### src/graph_multilist_traversal_macros.svh
// Assertion macros for the graph traversal engine
`ifndef GRAPH_MULTILIST_TRAVERSAL_MACROS_SVH
`define GRAPH_MULTILIST_TRAVERSAL_MACROS_SVH
`ifndef SYNTHESIS
`define GMT_ASSERT_ALWAYS(label, clk, rst, expr) \
   label: assert property (@(posedge clk) disable iff (rst) (expr)) \
      else $error("assertion failed");
`define GMT_ASSERT_NEXT(label, clk, rst, pre, post) \
   label: assert property (@(posedge clk) disable iff (rst) (pre) |=> (post)) \
      else $error("assertion failed");
`else
`define GMT_ASSERT_ALWAYS(label, clk, rst, expr)
`define GMT_ASSERT_NEXT(label, clk, rst, pre, post)
`endif
`endif

### src/gmt_pkg.sv
// ----------------------------------------------------------------------------
// gmt_pkg
// Codes and sequencer states of the adjacency multilist traversal engine.
// ----------------------------------------------------------------------------
package gmt_pkg;

   localparam logic [1:0] ACT_ADD_VERTEX = 2'd0;
   localparam logic [1:0] ACT_ADD_EDGE   = 2'd1;
   localparam logic [1:0] ACT_DFS        = 2'd2;
   localparam logic [1:0] ACT_BFS        = 2'd3;

   localparam logic [2:0] ST_OK        = 3'd0;
   localparam logic [2:0] ST_DUPLICATE = 3'd1;
   localparam logic [2:0] ST_UNKNOWN   = 3'd2;
   localparam logic [2:0] ST_EMPTY     = 3'd3;
   localparam logic [2:0] ST_FULL      = 3'd4;

   typedef enum logic [4:0] {
      S_IDLE,
      S_FIND_RD,
      S_FIND_CMP,
      S_DECIDE,
      S_E_RDA,
      S_E_RDB,
      S_E_WR,
      S_E_WR2,
      S_RESP,
      S_O_CHK,
      S_V_RD,
      S_V_EMIT,
      S_D_TOP,
      S_D_RD,
      S_D_CHK,
      S_D_ERD,
      S_D_EDGE,
      S_B_HEAD,
      S_B_RD,
      S_B_V,
      S_B_FRD,
      S_B_E,
      S_B_ECHK,
      S_B_ERD,
      S_B_EDGE,
      S_FLUSH
   } state_type;

endpackage

### src/graph_multilist_traversal.sv
// ----------------------------------------------------------------------------
// graph_multilist_traversal
// Undirected graph engine on an adjacency multilist with DFS and BFS walks.
// ----------------------------------------------------------------------------
// Input transactions arrive on req_ (tuser = action, tdata = vertex_value then
// other_vertex). Results leave on rsp_ (tdata = visited_value, tuser = status,
// tlast = final result of the transaction). req_tready is high only while the
// sequencer is idle; one transaction is worked on at a time.
// Add vertex scans the vertex memory over every stored vertex, then
// answers. Add edge takes the same scan, then, when both ends are found and
// the edge table has room, reads both list heads and links the new edge entry.
// A traversal emits every stored vertex; the pace of each visit and each
// incidence list step is set by the single read port of each memory.
// Every edge sits on the lists of both its ends. An empty graph gives one status result.
// Results pass through one output register; while the receiver stalls, the
// sequencer holds at its next emit. One visited value is held back so that
// the final one can carry tlast.
// Reset empties the vertex and edge tables; memory contents are left as they
// are and are only read where written first. No clearing pass is needed.
// ----------------------------------------------------------------------------
module graph_multilist_traversal
   import gmt_pkg::*;
#(
   parameter int MAX_VERTICES = 32,
   parameter int MAX_EDGES    = 64,
   parameter int VALUE_BITS   = 16
) (
   input  logic                                    clock,
   input  logic                                    reset,
   input  logic                                    req_tvalid,
   output logic                                    req_tready,
   // vertex_value, other_vertex
   input  logic [((2*VALUE_BITS+7)/8)*8-1:0]        req_tdata,
   // action
   input  logic [1:0]                              req_tuser,
   output logic                                    rsp_tvalid,
   input  logic                                    rsp_tready,
   // visited_value
   output logic [((VALUE_BITS+7)/8)*8-1:0]          rsp_tdata,
   // status
   output logic [2:0]                              rsp_tuser,
   output logic                                    rsp_tlast
);

`include "graph_multilist_traversal_macros.svh"

   localparam int VI  = $clog2(MAX_VERTICES);
   localparam int TW  = $clog2(MAX_VERTICES + 1);
   localparam int EA  = $clog2(MAX_EDGES);
   localparam int EW  = $clog2(MAX_EDGES + 1);
   localparam int ODW = ((VALUE_BITS + 7) / 8) * 8;
   localparam logic [EW-1:0] NO_EDGE = EW'(MAX_EDGES);
   localparam logic [TW-1:0] MV_C    = TW'(MAX_VERTICES);
   localparam logic [TW-1:0] ONE_T   = TW'(1);

   // memories
   logic [VALUE_BITS-1:0] vstore_mem [MAX_VERTICES];
   logic [EW-1:0]         fedge_mem  [MAX_VERTICES];
   logic [VI-1:0]         work_mem   [MAX_VERTICES];
   logic [EW-1:0]         cursor_mem [MAX_VERTICES];
   logic [VI-1:0]         enda_mem   [MAX_EDGES];
   logic [VI-1:0]         endb_mem   [MAX_EDGES];
   logic [EW-1:0]         nexta_mem  [MAX_EDGES];
   logic [EW-1:0]         nextb_mem  [MAX_EDGES];

   logic [VALUE_BITS-1:0] vs_rd_ff;
   logic [EW-1:0]         fe_rd_ff;
   logic [VI-1:0]         wk_rd_ff;
   logic [EW-1:0]         cu_rd_ff;
   logic [VI-1:0]         ea_rd_ff, eb_rd_ff;
   logic [EW-1:0]         na_rd_ff, nb_rd_ff;

   logic [VI-1:0] vs_addr, fe_addr, wk_addr, cu_addr;
   logic          vs_we, fe_we, wk_we, cu_we, ed_we;
   logic [VI-1:0] vs_waddr, fe_waddr, wk_waddr, cu_waddr;
   logic [VALUE_BITS-1:0] vs_wdata;
   logic [EW-1:0] fe_wdata, cu_wdata;
   logic [VI-1:0] wk_wdata;

   state_type state_ff, state_in;
   logic [1:0]            act_ff, act_in;
   logic [VALUE_BITS-1:0] va_ff, va_in, vb_ff, vb_in;
   logic [TW-1:0]         idx_ff, idx_in;
   logic                  fa_ok_ff, fa_ok_in, fb_ok_ff, fb_ok_in;
   logic [VI-1:0]         ia_ff, ia_in, ib_ff, ib_in;
   logic [TW-1:0]         vtot_ff, vtot_in;
   logic [EW-1:0]         etot_ff, etot_in;
   logic [EW-1:0]         fhead_ff, fhead_in;
   logic [MAX_VERTICES-1:0] visited_ff, visited_in;
   logic [TW-1:0]         oi_ff, oi_in;
   logic [VI-1:0]         vv_ff, vv_in, cur_ff, cur_in;
   logic [EW-1:0]         e_ff, e_in;
   logic [TW-1:0]         top_ff, top_in, head_ff, head_in, tail_ff, tail_in;
   logic                  pend_v_ff, pend_v_in;
   logic [VALUE_BITS-1:0] pend_ff, pend_in;
   logic [2:0]            res_st_ff, res_st_in;
   logic                  out_v_ff, out_v_in;
   logic [VALUE_BITS-1:0] out_val_ff, out_val_in;
   logic [2:0]            out_st_ff, out_st_in;
   logic                  out_last_ff, out_last_in;

   logic                  accept, out_free, emit_stall;
   logic [VI-1:0]         top_m1, j_v;
   logic [EW-1:0]         nxt_e;
   logic                  j_visited;

   assign accept     = req_tvalid && req_tready;
   assign req_tready = (state_ff == S_IDLE);
   assign out_free   = !out_v_ff || rsp_tready;
   assign emit_stall = pend_v_ff && !out_free;
   assign top_m1     = VI'(top_ff - ONE_T);
   assign j_v        = (ea_rd_ff == cur_ff) ? eb_rd_ff : ea_rd_ff;
   assign nxt_e      = (ea_rd_ff == cur_ff) ? na_rd_ff : nb_rd_ff;
   assign j_visited  = visited_ff[j_v];

   assign rsp_tvalid = out_v_ff;
   assign rsp_tdata  = ODW'(out_val_ff);
   assign rsp_tuser  = out_st_ff;
   assign rsp_tlast  = out_last_ff;

   // read addresses
   always_comb begin
      vs_addr = (state_ff == S_FIND_RD || state_ff == S_FIND_CMP) ? idx_ff[VI-1:0] : vv_ff;
      case (state_ff)
         S_E_RDA:         fe_addr = ia_ff;
         S_E_RDB, S_E_WR: fe_addr = ib_ff;
         S_B_FRD, S_B_E:  fe_addr = cur_ff;
         default:         fe_addr = vv_ff;
      endcase
      wk_addr = (state_ff == S_D_RD || state_ff == S_D_CHK) ? top_m1 : head_ff[VI-1:0];
      cu_addr = top_m1;
   end

   // next state
   always_comb begin
      state_in = state_ff;
      case (state_ff)
         S_IDLE: begin
            if (accept) begin
               if (req_tuser == ACT_ADD_VERTEX || req_tuser == ACT_ADD_EDGE) begin
                  state_in = S_FIND_RD;
               end else if (vtot_ff == '0) begin
                  state_in = S_RESP;
               end else begin
                  state_in = S_O_CHK;
               end
            end
         end
         S_FIND_RD:  state_in = (idx_ff == vtot_ff) ? S_DECIDE : S_FIND_CMP;
         S_FIND_CMP: state_in = S_FIND_RD;
         S_DECIDE: begin
            if (act_ff == ACT_ADD_EDGE && fa_ok_ff && fb_ok_ff && etot_ff < NO_EDGE) begin
               state_in = S_E_RDA;
            end else begin
               state_in = S_RESP;
            end
         end
         S_E_RDA: state_in = S_E_RDB;
         S_E_RDB: state_in = S_E_WR;
         S_E_WR:  state_in = S_E_WR2;
         S_E_WR2: state_in = S_RESP;
         S_RESP:  state_in = out_free ? S_IDLE : S_RESP;
         S_O_CHK: begin
            if (oi_ff == vtot_ff) begin
               state_in = S_FLUSH;
            end else if (!visited_ff[oi_ff[VI-1:0]]) begin
               state_in = S_V_RD;
            end
         end
         S_V_RD: state_in = S_V_EMIT;
         S_V_EMIT: begin
            if (!emit_stall) begin
               state_in = (act_ff == ACT_DFS) ? S_D_TOP : S_B_ECHK;
            end
         end
         S_D_TOP: state_in = (top_ff == '0) ? S_O_CHK : S_D_RD;
         S_D_RD:  state_in = S_D_CHK;
         S_D_CHK: state_in = (cu_rd_ff >= NO_EDGE) ? S_D_TOP : S_D_ERD;
         S_D_ERD: state_in = S_D_EDGE;
         S_D_EDGE: state_in = (!j_visited && top_ff < MV_C) ? S_V_RD : S_D_TOP;
         S_B_HEAD: state_in = (head_ff == tail_ff) ? S_O_CHK : S_B_RD;
         S_B_RD:   state_in = S_B_V;
         S_B_V:    state_in = S_B_FRD;
         S_B_FRD:  state_in = S_B_E;
         S_B_E:    state_in = S_B_ECHK;
         S_B_ECHK: state_in = (e_ff >= NO_EDGE) ? S_B_HEAD : S_B_ERD;
         S_B_ERD:  state_in = S_B_EDGE;
         S_B_EDGE: state_in = (!j_visited && tail_ff < MV_C) ? S_V_RD : S_B_ECHK;
         S_FLUSH:  state_in = out_free ? S_IDLE : S_FLUSH;
         default:  state_in = S_IDLE;
      endcase
   end

   // datapath and outputs
   always_comb begin
      act_in = act_ff; va_in = va_ff; vb_in = vb_ff; idx_in = idx_ff;
      fa_ok_in = fa_ok_ff; fb_ok_in = fb_ok_ff; ia_in = ia_ff; ib_in = ib_ff;
      vtot_in = vtot_ff; etot_in = etot_ff; fhead_in = fhead_ff;
      visited_in = visited_ff; oi_in = oi_ff; vv_in = vv_ff; cur_in = cur_ff;
      e_in = e_ff; top_in = top_ff; head_in = head_ff; tail_in = tail_ff;
      pend_v_in = pend_v_ff; pend_in = pend_ff; res_st_in = res_st_ff;
      out_v_in = out_v_ff && !rsp_tready;
      out_val_in = out_val_ff; out_st_in = out_st_ff; out_last_in = out_last_ff;
      vs_we = 1'b0; vs_waddr = vtot_ff[VI-1:0]; vs_wdata = va_ff;
      fe_we = 1'b0; fe_waddr = vtot_ff[VI-1:0]; fe_wdata = NO_EDGE;
      wk_we = 1'b0; wk_waddr = top_ff[VI-1:0]; wk_wdata = vv_ff;
      cu_we = 1'b0; cu_waddr = top_ff[VI-1:0]; cu_wdata = fe_rd_ff;
      ed_we = 1'b0;
      case (state_ff)
         S_IDLE: begin
            if (accept) begin
               act_in   = req_tuser;
               va_in    = req_tdata[VALUE_BITS-1:0];
               vb_in    = req_tdata[2*VALUE_BITS-1:VALUE_BITS];
               idx_in   = '0;
               fa_ok_in = 1'b0;
               fb_ok_in = 1'b0;
               oi_in    = '0;
               res_st_in = ST_EMPTY;
               visited_in = '0;
            end
         end
         S_FIND_CMP: begin
            if (!fa_ok_ff && vs_rd_ff == va_ff) begin
               fa_ok_in = 1'b1;
               ia_in    = idx_ff[VI-1:0];
            end
            if (!fb_ok_ff && vs_rd_ff == vb_ff) begin
               fb_ok_in = 1'b1;
               ib_in    = idx_ff[VI-1:0];
            end
            idx_in = idx_ff + ONE_T;
         end
         S_DECIDE: begin
            if (act_ff == ACT_ADD_VERTEX) begin
               if (fa_ok_ff) begin
                  res_st_in = ST_DUPLICATE;
               end else if (vtot_ff >= MV_C) begin
                  res_st_in = ST_FULL;
               end else begin
                  vs_we = 1'b1;
                  fe_we = 1'b1;
                  visited_in[vtot_ff[VI-1:0]] = 1'b0;
                  vtot_in   = vtot_ff + ONE_T;
                  res_st_in = ST_OK;
               end
            end else if (!fa_ok_ff || !fb_ok_ff) begin
               res_st_in = ST_UNKNOWN;
            end else if (etot_ff >= NO_EDGE) begin
               res_st_in = ST_FULL;
            end else begin
               res_st_in = ST_OK;
            end
         end
         S_E_RDB: fhead_in = fe_rd_ff;
         S_E_WR: begin
            ed_we    = 1'b1;
            fe_we    = 1'b1;
            fe_waddr = ia_ff;
            fe_wdata = etot_ff;
         end
         S_E_WR2: begin
            fe_we    = 1'b1;
            fe_waddr = ib_ff;
            fe_wdata = etot_ff;
            etot_in  = etot_ff + EW'(1);
         end
         S_RESP: begin
            if (out_free) begin
               out_v_in    = 1'b1;
               out_val_in  = '0;
               out_st_in   = res_st_ff;
               out_last_in = 1'b1;
            end
         end
         S_O_CHK: begin
            if (oi_ff != vtot_ff) begin
               if (!visited_ff[oi_ff[VI-1:0]]) begin
                  vv_in   = oi_ff[VI-1:0];
                  top_in  = '0;
                  head_in = '0;
                  tail_in = '0;
                  e_in    = NO_EDGE;
               end
               oi_in = oi_ff + ONE_T;
            end
         end
         S_V_EMIT: begin
            if (!emit_stall) begin
               if (pend_v_ff) begin
                  out_v_in    = 1'b1;
                  out_val_in  = pend_ff;
                  out_st_in   = ST_OK;
                  out_last_in = 1'b0;
               end
               pend_v_in = 1'b1;
               pend_in   = vs_rd_ff;
               visited_in[vv_ff] = 1'b1;
               wk_we = 1'b1;
               if (act_ff == ACT_DFS) begin
                  cu_we  = 1'b1;
                  top_in = top_ff + ONE_T;
               end else begin
                  wk_waddr = tail_ff[VI-1:0];
                  tail_in  = tail_ff + ONE_T;
               end
            end
         end
         S_D_CHK: begin
            cur_in = wk_rd_ff;
            if (cu_rd_ff >= NO_EDGE) begin
               top_in = top_ff - ONE_T;
            end else begin
               e_in = cu_rd_ff;
            end
         end
         S_D_EDGE: begin
            cu_we    = 1'b1;
            cu_waddr = top_m1;
            cu_wdata = nxt_e;
            vv_in    = j_v;
         end
         S_B_V: begin
            cur_in  = wk_rd_ff;
            head_in = head_ff + ONE_T;
         end
         S_B_E: e_in = fe_rd_ff;
         S_B_EDGE: begin
            e_in  = nxt_e;
            vv_in = j_v;
         end
         S_FLUSH: begin
            if (out_free) begin
               out_v_in    = 1'b1;
               out_val_in  = pend_ff;
               out_st_in   = ST_OK;
               out_last_in = 1'b1;
               pend_v_in   = 1'b0;
            end
         end
         default: begin
         end
      endcase
   end

   always_ff @(posedge clock) begin
      if (reset) begin
         state_ff   <= S_IDLE;
         vtot_ff    <= '0;
         etot_ff    <= '0;
         visited_ff <= '0;
         pend_v_ff  <= 1'b0;
         out_v_ff   <= 1'b0;
      end else begin
         state_ff   <= state_in;
         vtot_ff    <= vtot_in;
         etot_ff    <= etot_in;
         visited_ff <= visited_in;
         pend_v_ff  <= pend_v_in;
         out_v_ff   <= out_v_in;
      end
   end

   always_ff @(posedge clock) begin
      act_ff <= act_in; va_ff <= va_in; vb_ff <= vb_in; idx_ff <= idx_in;
      fa_ok_ff <= fa_ok_in; fb_ok_ff <= fb_ok_in; ia_ff <= ia_in; ib_ff <= ib_in;
      fhead_ff <= fhead_in; oi_ff <= oi_in; vv_ff <= vv_in; cur_ff <= cur_in;
      e_ff <= e_in; top_ff <= top_in; head_ff <= head_in; tail_ff <= tail_in;
      pend_ff <= pend_in; res_st_ff <= res_st_in;
      out_val_ff <= out_val_in; out_st_ff <= out_st_in; out_last_ff <= out_last_in;
   end

   // vertex side memories
   always_ff @(posedge clock) begin
      if (vs_we) begin
         vstore_mem[vs_waddr] <= vs_wdata;
      end
      vs_rd_ff <= vstore_mem[vs_addr];
   end

   always_ff @(posedge clock) begin
      if (fe_we) begin
         fedge_mem[fe_waddr] <= fe_wdata;
      end
      fe_rd_ff <= fedge_mem[fe_addr];
   end

   always_ff @(posedge clock) begin
      if (wk_we) begin
         work_mem[wk_waddr] <= wk_wdata;
      end
      wk_rd_ff <= work_mem[wk_addr];
   end

   always_ff @(posedge clock) begin
      if (cu_we) begin
         cursor_mem[cu_waddr] <= cu_wdata;
      end
      cu_rd_ff <= cursor_mem[cu_addr];
   end

   // edge record memory: both next links take the old list heads
   always_ff @(posedge clock) begin
      if (ed_we) begin
         enda_mem[etot_ff[EA-1:0]]  <= ia_ff;
         endb_mem[etot_ff[EA-1:0]]  <= ib_ff;
         nexta_mem[etot_ff[EA-1:0]] <= fhead_ff;
         nextb_mem[etot_ff[EA-1:0]] <= fe_rd_ff;
      end
      ea_rd_ff <= enda_mem[e_ff[EA-1:0]];
      eb_rd_ff <= endb_mem[e_ff[EA-1:0]];
      na_rd_ff <= nexta_mem[e_ff[EA-1:0]];
      nb_rd_ff <= nextb_mem[e_ff[EA-1:0]];
   end

   `GMT_ASSERT_ALWAYS(a_vtot_range, clock, reset, vtot_ff <= MV_C)
   `GMT_ASSERT_ALWAYS(a_etot_range, clock, reset, etot_ff <= NO_EDGE)
   `GMT_ASSERT_ALWAYS(a_flush_pend, clock, reset, (state_ff != S_FLUSH) || pend_v_ff)
   `GMT_ASSERT_NEXT(a_busy_after_accept, clock, reset, accept, !req_tready)

endmodule

### config.mk
export PLATFORM = sky130hd
export DESIGN_NAME = graph_multilist_traversal
export DESIGN_NICKNAME = d
export VERILOG_FILES = /design/src/gmt_pkg.sv /design/src/graph_multilist_traversal.sv
export VERILOG_INCLUDE_DIRS = /design/src /design/src/src
export SDC_FILE = /design/constraint.sdc
export NUM_CORES = 2
export LEC_CHECK = 0
export BUFFER_PORTS_ARGS = -buffer_cell sky130_fd_sc_hd__buf_4
export CAP_MARGIN = 0
export CORE_UTILIZATION = 30
export DETAILED_ROUTE_END_ITERATION = 7
export GPL_ROUTABILITY_DRIVEN = 0
export SLEW_MARGIN = 20
export SYNTH_ARGS = -nofsm -noshare
export SYNTH_HDL_FRONTEND = slang
export SYNTH_SLANG_ARGS = --single-unit
### constraint.sdc
create_clock -name clock -period 3.95 [get_ports clock]
set_input_delay 0.1975 -clock clock [delete_from_list [all_inputs] [get_ports clock]]
set_output_delay 0.1975 -clock clock [all_outputs]
set_load 0.01 [all_outputs]
==> results.txt <==
- Yosys mapped a number of flops with a built-in enable equal to approximately 2800.
- Wirelength, routed: 285000 um
- Number of vias per cell: between 5 and 6
* Smallest hold slack: between 80 and 90 ps
* Final setup fails: 0
- The count of final hold-check violations was 0.
- Counting flops and latches in the post-synthesis netlist gives a little under 3000.
* Proportion of register bits with asynchronous set or reset after synthesis: 0
- Setup repair after global routing left no endpoint under its margin.
- Post-layout utilization of the core: 0.353
- Number of max-cap violations: 0
- Total power per unit cell area: 501 nW/um^2
- The worst setup path is launched from a flip-flop.
- By instance count, the leading cell after synthesis is edfxtp_1.
- Setup slack after placement: about 320 ps
- On the worst path, the slowest cell contributes a delay of ~790 ps.
- Once detail routing completed, the nets flagged for antenna violations numbered 0.
* Final routed DRC violation total: 0
* Number of global-route vias before repair: 58214
- Yosys attributes the largest share of cell area to edfxtp_1 (74%), mux4_2 (15%), dfxtp_1 (2.0%), nand2_1 (1.7%), nor2_1 (0.94%).
* Gate count of the mapped netlist: 5752
* Headroom to the max-slew limit: 0.223
- For this design, the sink count on the clock tree is ~2900.
* Net switching share of the total power: 0.226
- The cell area that synthesis handed to floorplanning was between 100000 and 150000 um^2.
- Number of gates resized after cts: 0
* Count of input and output buffers: 59
- Detailed Place HPWL: around 170000 um
- TritonCTS built the clock tree.
* I/O pin count: 60
* Area share of the largest cell type after synthesis: 0.737
* Yosys warns: 0
* Sequential share of power: 0.519
- The worst-case IR drop observed on VDD is 353 uV.
- Switching power: 15000 uW
- Arrival time at the worst endpoint: roughly 4200 ps
* Die area: ~380000 um^2
* Syn nets: 5802
* LEAKAGE: slightly above 0.04 uW
- Data on the critical path is required at its endpoint by 4420 ps.
- Worst-path cell chain: nor3_1 > nor2_1 > nand2_1 > nand2_1 > nand3_1 > nor2_1
- Most used flip-flop cell after synthesis: edfxtp_1
- Clock latency on the worst-skew pair, taken at its later pin, is between 800 and 900 ps.
* Internal cell power: about 52000 uW
- From synthesis to final layout, the design area changed by 16.8%.
* Final clock skew: 42.8 ps
* Path type of the worst setup path: flip-flop to flip-flop
* Global-route wire length before repair: 412000 um
* Number of optimization iterations in the first detailed-route pass: 6
* Remaining global-route overflow: 0
- The first routing iteration left 6448 violations.
* Overall via count from detail_route: 57463
- Part of the Yosys area used for sequential elements: 0.757
* Maximum clock insertion buffer count: 4
- Post-synth top cells: edfxtp_1 (2795), mux4_2 (752), nand2_1 (508)
- Die boundary height: 618 um
- Number of buffers inserted for hold repair after clock tree synthesis: 38
- The final count of pins violating max slew was 0.
- Mean instance size in the synthesized netlist: between 15 and 20 um^2
* Number of cells on the worst reg-to-reg path: 6
- Once routing completed, OpenROAD measured the worst setup slack at around 250 ps.
- Area leader, netlist: edfxtp_1
- The initial utilization of the core area, before any placement, comes to 0.302.
- After routing, the total negative slack on setup checks comes to 0 ps.
- Proportion of power drawn by combinational gates: 0.078
- Clock-pin slew was measured on the worst setup and hold paths at roughly 60 ps.
* Number of buffers added by the clock tree synthesis step: 293
- The flow ran to the end, and the final reports show no timing, DRC or antenna violations.
* Worst hold path cell count: 2
- After routing the design area is approximately 130000 um^2.
- The number of setup buffers added after CTS is 0.
- Slowest library cell on the worst path: nor2_1
- In this run the worst hold path is classified as input port to flip-flop.
- Detailed-route wire length per cell: ~25 um
* Root Buffer: clkbuf_16
- Of the available clock period, the critical path in the final layout requires 0.936.
- Counting both buffers and inverters, the worst setup path holds a total of 0.
- Global router's overall resource usage: 0.146
* Transition time at the pin with the least slew margin: 1160 ps
* Top achievable clock speed: 270 MHz
* Number of nets in the layout: just over 6000
- The initialized floorplan defines roughly 230 standard-cell rows.
* Chip Width: 618 um
- Largest net degree at the start of global routing: between 100 and 150
* Endpoint kind of the worst setup timing path: flip-flop
- Layout cells sized above 1: 0.262
- Floorplan Core Area: 377000 um^2
* Portion of total power attributed to the clock network: 0.403
- CP Max Fanout: 20
* Family of cells with the greatest summed delay on the critical path: simple AND/OR/NAND/NOR gates
* Antenna violations before repair: 10
* Minimum clock period after layout: between 3000 and 4000 ps
- In this run the cell area measured after placement is between 100000 and 150000 um^2.
- The critical path crosses 6 cells after its start point.
- Distinct cells, synth: 68
- H-Tree Depth: 5
## path summary, 6_finish.rpt
check	from	endpoint	slack, ps
setup / recovery	state_ff[3]$_SDFFE_PP0P_	fedge_mem[13][4]$_DFFE_PP_	250
hold / removal	req_tdata[12]	va_ff[12]$_DFFE_PP_	80
setup reg to reg	state_ff[3]$_SDFFE_PP0P_	fedge_mem[13][4]$_DFFE_PP_	250
hold reg to reg	pend_v_ff$_SDFFE_PP0P_	pend_v_ff$_SDFFE_PP0P_	490
## cell type report
type                            instances  area, um^2
Clock inverter                        134        1240
Timing Repair Buffer                  433        4380
Inverter                               18        67.6
Clock buffer                          386        7930
Sequential cell                      2906       86200
Tap cell                             4994        6250
Antenna cell                           15        37.5
Multi-Input combinational cell       2496       26900
Fill cell                           34743      244000
## metrics by stage
step           cells  power (uW)
2_1_floorplan   5752       38300
3_3_place_gp   10805       40400
3_5_place_dp   10805       40500
4_1_cts        11363       67200
5_1_grt        11379       68600
6_report       11382       66600
## cells by family after synthesis
logic type | share of synthesized area
and+or+nand+nor | 0.0459
muxes | 0.154
adders and majority gates | 0.00132
DFF | 0.757
buffers and inverters | 0.0120
AOI/OAI and AO/OA | 0.0226
xor gates and xnor gates | 0.00668
## metal layers
metal  vias to the layer above  part of all wire  track usage
li1                      24276                 -            -
met1                     30566              0.41        0.197
met2                      2191              0.50        0.246
met3                       428             0.066       0.0218
met4                         2             0.026       0.0408
met5                         -          0.000046            0
## sequential cells by signal, summed over array words and instances, names as in the netlist, 16 cells and up
register and count:
pend_ff 16, vb_ff 16, rsp_tdata 16, endb_mem 320, nextb_mem 448, nexta_mem 448, cursor_mem 224, fedge_mem 224
enda_mem 320, visited_ff 32, vstore_mem 512, va_ff 16, vs_rd_ff 16, work_mem 160
## placed cells by master (no fill, tap or decap), types with 17 or more instances in the layout
cell and instances:
dlygate4sd3_1 38, a21oi_1 119, a311oi_1 30, o21ai_0 72
nor2_2 18, bufinv_16 17, clkbuf_16 300, xnor2_1 22
nand3_1 157, buf_4 313, buf_12 78, clkinv_1 62
nor2_1 218, nand2_1 508, clkinv_2 34, o211ai_1 29
and2_1 23, clkbuf_1 76, a211oi_1 17, mux2i_1 44
dfxtp_1 104, nor2_4 49, mux4_2 752, nor3_1 57
edfxtp_1 2795, and3_1 27, o21ai_1 36, xor2_1 61
## power by group through the flow
stage          clock (uW)  sequential (uW)  combinational [uW]
2_1_floorplan           0            35100                3200
3_3_place_gp            0            35200                5160
3_5_place_dp            0            35200                5230
4_1_cts             27300            34600                5270
5_1_grt             28500            34600                5570
6_report            26800            34600                5200
## worst register-to-register path: stages (launching register included)
cell and delay, ps:
dfxtp_1 780, nor3_1 210, nor2_1 790, nand2_1 180, nand2_1 140, nand3_1 510, nor2_1 720
Power figures use the tool's default switching activity.
